## src/design/gmc_pkg.sv

```systemverilog
package gmc_pkg;

  localparam int MAX_WIDTH  = 64;
  localparam int MAX_HEIGHT = 64;
  localparam int X_W        = $clog2(MAX_WIDTH);
  localparam int Y_W        = $clog2(MAX_HEIGHT);
  localparam int CELLS      = MAX_WIDTH * MAX_HEIGHT;
  localparam int STK_AW     = $clog2(CELLS);
  localparam int DEPTH_W    = $clog2(CELLS + 1);
  localparam int DIM_W      = 7;

  // configuration register indexes
  localparam logic [0:0] CFG_GRID_WIDTH  = 1'b0;
  localparam logic [0:0] CFG_GRID_HEIGHT = 1'b1;

  typedef enum logic [1:0] {
    DIR_UP    = 2'd0,
    DIR_DOWN  = 2'd1,
    DIR_LEFT  = 2'd2,
    DIR_RIGHT = 2'd3
  } dir_t;

  typedef enum logic [1:0] {
    KIND_CARVE  = 2'd0,
    KIND_REJECT = 2'd1,
    KIND_BACK   = 2'd2,
    KIND_DONE   = 2'd3
  } kind_t;

  // request bundle into the visited map
  typedef struct packed {
    logic                 rd_en;
    logic [Y_W-1:0]       rd_addr;
    logic                 wr_en;
    logic [Y_W-1:0]       wr_addr;
    logic [MAX_WIDTH-1:0] wr_data;
    logic                 clr;
  } map_req_t;

endpackage

```

## src/design/gmc_visit_map.sv

```systemverilog
// Visited map, one row of cells per entry. Per-row valid flops make a
// cleared map immediate: an invalid row reads as all zero.
module gmc_visit_map (
  input  logic                          clk,
  input  logic                          rst,
  input  gmc_pkg::map_req_t             req,
  output logic [gmc_pkg::MAX_WIDTH-1:0] rd_row
);

  logic [gmc_pkg::MAX_WIDTH-1:0]  mem [gmc_pkg::MAX_HEIGHT];
  logic [gmc_pkg::MAX_HEIGHT-1:0] row_valid, row_valid_next;
  logic [gmc_pkg::MAX_WIDTH-1:0]  rd_q;
  logic                           rd_vq;

  always_ff @(posedge clk) begin
    if (req.wr_en) begin
      mem[req.wr_addr] <= req.wr_data;
    end
    if (req.rd_en) begin
      rd_q <= mem[req.rd_addr];
    end
  end

  // clear first, then mark the row being written
  always_comb begin
    row_valid_next = req.clr ? '0 : row_valid;
    if (req.wr_en) begin
      row_valid_next[req.wr_addr] = 1'b1;
    end
  end

  always_ff @(posedge clk) begin
    if (rst) begin
      row_valid <= '0;
      rd_vq     <= 1'b0;
    end else begin
      row_valid <= row_valid_next;
      if (req.rd_en) begin
        rd_vq <= row_valid[req.rd_addr];
      end
    end
  end

  assign rd_row = rd_vq ? rd_q : '0;

endmodule

```

## config.mk

```make
export PLATFORM = sky130hd
export DESIGN_NAME = gmc_visit_map
export DESIGN_NICKNAME = d
export VERILOG_FILES = /design/src/design/gmc_pkg.sv /design/src/design/gmc_visit_map.sv
export SDC_FILE = /design/constraint.sdc
export NUM_CORES = 2
export LEC_CHECK = 0
export BUFFER_PORTS_ARGS = -buffer_cell sky130_fd_sc_hd__buf_2
export CORE_MARGIN = 2
export CORE_UTILIZATION = 63
export CTS_CLUSTER_DIAMETER = 50
export DETAILED_ROUTE_END_ITERATION = 16
export HOLD_SLACK_MARGIN = 0.05
export PLACE_DENSITY_LB_ADDON = 0.15
export SLEW_MARGIN = 20
export SYNTH_ARGS = -nofsm -noshare
export SYNTH_HDL_FRONTEND = slang
export SYNTH_SLANG_ARGS = --single-unit
```

## constraint.sdc

```tcl
create_clock -name clk -period 10.9 [get_ports clk]
set_clock_uncertainty 0.15 [all_clocks]
set_input_delay 2.18 -clock clk [delete_from_list [all_inputs] [get_ports clk]]
set_output_delay 2.18 -clock clk [all_outputs]
set_load 0.01 [all_outputs]
```

==> results.tsv <==
stage	metric	value	unit
run_status	status	complete, no violations	
critical_path	Setup crit end kind	register	
clock_tree	CTS Hold Bufs	0	
grt	largest net degree at the start of global routing	142	
clock_tree	CTS tree	yes	
logic_synthesis	post-synthesis sequential area ratio	78.95	%
critical_path	element type at the critical path start	input port	
critical_path	reg-to-reg endpoint	rd_q[2]	
floorplan	Rows	184	
clock_tree	H-tree depth	5	
clock_tree	Resized cells post-CTS	0	
floorplan	IO Count	145	
routing	Vias/cell	7.258	
placement	number of port buffers	144	
sta	Setup-failing EPs final	0	
routing	detailed-route wire length	422.3	mm
sta	slew of the pin with the lowest slew margin	1.232	ns
floorplan	die area	257800	sq um
critical_path	crit path DAT	6.01	ns
cells_and_area	Syn-to-layout area delta	12.53	%
floorplan	Die Y	507.8	um
worst_hold_path	worst hold path depth	2	
power_and_ir_drop	Power per Cell Area	190.6	nW/um^2
sta	min cycle time layout	5.436	ns
cells_and_area	Register Area	126200	sq um
cells_and_area	# nets final	6899	
routing	detailed-route wire length per cell	40.12	um
worst_hold_path	Worst Hold Endpoint	row_valid[32]	
routing	Post-DRT Antenna Nets	0	
floorplan	core area	251900	sq um
critical_path	flop2flop setup slack	8.36	ns
critical_path	CP Data Required Time	11.47	ns
sta	setup TNS	0	ns
critical_path	Worst R2R Path Depth	4	
sta	RSZ-0062 raised after global routing	false	
clock_tree	CTS Sinks	4225	
grt	first-pass GRT wire length	589.6	mm
grt	Congestion Overflow GR	0	
logic_synthesis	Synth Instances	6402	
grt	vias in the first global route	75399	
worst_hold_path	hold path start	row_valid[32]	
routing	Iter 0 DRT Violations	12649	
sta	maximum clock frequency	184.0	MHz
cells_and_area	filler instances	13995	
logic_synthesis	Synth Warn #	0	
grt	Total GRT Usage	33.35	%
floorplan	initial core utilization	63.48	%
critical_path	Crit Path Category	input port to register	
run	max cap viols	0	
cells_and_area	layout cell share with drive strength beyond 1	32.69	%
clock_tree	CTS buffer count	437	
critical_path	R2R Path Start	mem[18][2]	
logic_synthesis	syn avg cell area	24.97	sq um
logic_synthesis	Synth Net Count	6483	
cells_and_area	Multi-input gate area	32600	sq um
placement	routability cong.	0.7827	
routing	DR pass1 iterations	5	
grt	initial antenna violation count	34	
routing	drt drc	0	
clock_tree	CTS Root Cell	clkbuf_16	
routing	vias	76410	
floorplan	Die X-Extent	507.8	um
power_and_ir_drop	leakage	56.16	nW
cells_and_area	final core occ	71.43	%
logic_synthesis	Netlist cell types	36	
clock_tree	register clock-pin slew on the reported worst setup and hold paths	0.06	ns
worst_hold_path	hold crit path type	register to register	
clock_tree	clock latency on the worst-skew pair	1.00	ns
clock_tree	Clock Tree Buf Depth	4	
placement	DP HPWL	205.3	mm
sta	Period Utilization, post-route	49.87	%
logic_synthesis	Netlist Area Pre-Place	159900	sq um
sta	Final Max Slew Viols	0	
clock_tree	# Post-CTS Setup Buffers	0	
logic_synthesis	synthesized flop and latch total	4225	
critical_path	critical-path maximum fanout	100	
sta	Final Hold Viols	0	
power_and_ir_drop	maximum VDD drop	0.0002016	V
sta	max_slew headroom	17.85	%
-- routing by layer --
| metal | wire length, um | track usage [%] | up-vias |
|---|---|---|---|
| li1 | - | - | 28679 |
| met1 | 148300 | 48.12 | 41105 |
| met2 | 207300 | 52.74 | 5704 |
| met3 | 51130 | 6.537 | 900 |
| met4 | 15390 | 10.85 | 22 |
| met5 | 149 | 0 | - |
-- cell families (layout without fill, tap and decap cells) --
kind of cell	Yosys count	in the layout	share of synthesized area, %
multiplexers	1304	1304	18.28
flip-flops	4225	4225	78.95
AND/OR/NAND/NOR	316	316	0.9180
buffers and inverters	357	1120	0.9798
other	0	14	0
AO/OA/AOI/OAI	200	200	0.8734
-- metrics by stage --
stage               area, sq um  std cells  power [mW]  hold slack (ns)  setup slack (ns)
finish                   179900      10527       34.30           0.3413             5.464
global route             179900      10517       35.12           0.3569             5.186
detailed placement       165500       9723       19.84           0.3282             4.490
CTS                      179800      10509       34.42           0.3428             5.504
global placement         165400       9718       19.80           0.3137             4.459
floorplan                159900       6402       19.23           0.3051             1.208
-- sequential cells by signal, indices dropped and copies added (netlist names) --
name       cells
mem         4096
row_valid     64
rd_vq          1
rd_q          64
-- cells in the final DEF, fill, tap and decap left out, types with 63 or more instances in the layout --
cell and count:
edfxtp_1 4160, mux4_2 1293, clkbuf_16 442, buf_4 160, a22oi_1 140, buf_2 131
clkinv_1 77, nand2_1 76, clkbuf_1 74, and2_1 66, nor2_1 65, dfxtp_1 64
nor2_4 63, clkinv_2 63
-- critical path, stage by stage --
cell and delay, ns:
buf_12 0.50, buf_12 0.64, buf_12 0.70, mux4_2 0.61, mux4_2 0.52, a22oi_1 0.25, nand2_1 0.11
-- layout make-up --
class,instances,area share [%]
sequential,4225,70.16
multi-input combinational,1820,18.12
clock buffer,519,6.325
tap,3348,2.328
clock inverter,267,1.576
timing repair buffer,330,1.464
antenna,14,0.01947
inverter,4,0.008345
-- how the worst max path moves through the flow --
stage / startpoint / endpoint / slack, ns
finish: req[72] / rd_q[35] / 5.46
global route: req[72] / rd_q[35] / 5.19
CTS: req[72] / rd_q[35] / 5.50
detailed placement: req[72] / rd_q[35] / 4.49
global placement: req[72] / rd_q[31] / 4.46
floorplan: req[69] / mem[40][0] / 1.21
-- report_power, final --
group / switching [mW] / total, mW / internal [mW]
Combinational: 0.847 / 1.45 / 0.599
Sequential: 0.0673 / 18.1 / 18.0
Clock: 6.13 / 14.8 / 8.66
Total: 7.05 / 34.3 / 27.3
-- synthesized netlist by cell type (all sizes together) --
cell type / instances / area share, %
nand3b: 4 / 0.019
a211oi: 1 / 0.0047
nand2b: 3 / 0.012
and3: 1 / 0.0039
a311oi: 1 / 0.0055
nor4: 2 / 0.0078
or3: 3 / 0.012
nand2: 76 / 0.18
edfxtp: 4160 / 78
nor3: 2 / 0.0063
a221oi: 1 / 0.0055
a21oi: 45 / 0.14
a211o: 1 / 0.0055
or2: 11 / 0.043
mux2: 1 / 0.0070
nand3: 5 / 0.016
a41o: 1 / 0.0063
nor2b: 11 / 0.043
or3b: 2 / 0.011
mux2i: 10 / 0.063
buf: 163 / 0.52
o21bai: 1 / 0.0047
nand4: 1 / 0.0039
nor2: 128 / 0.30
a22oi: 140 / 0.66
inv: 4 / 0.0094
and2: 67 / 0.26
a21o: 8 / 0.038
a32oi: 1 / 0.0055
mux4: 1293 / 18
clkbuf: 190 / 0.45
dfxtp: 65 / 0.81
Power figures use the tool's default switching activity.
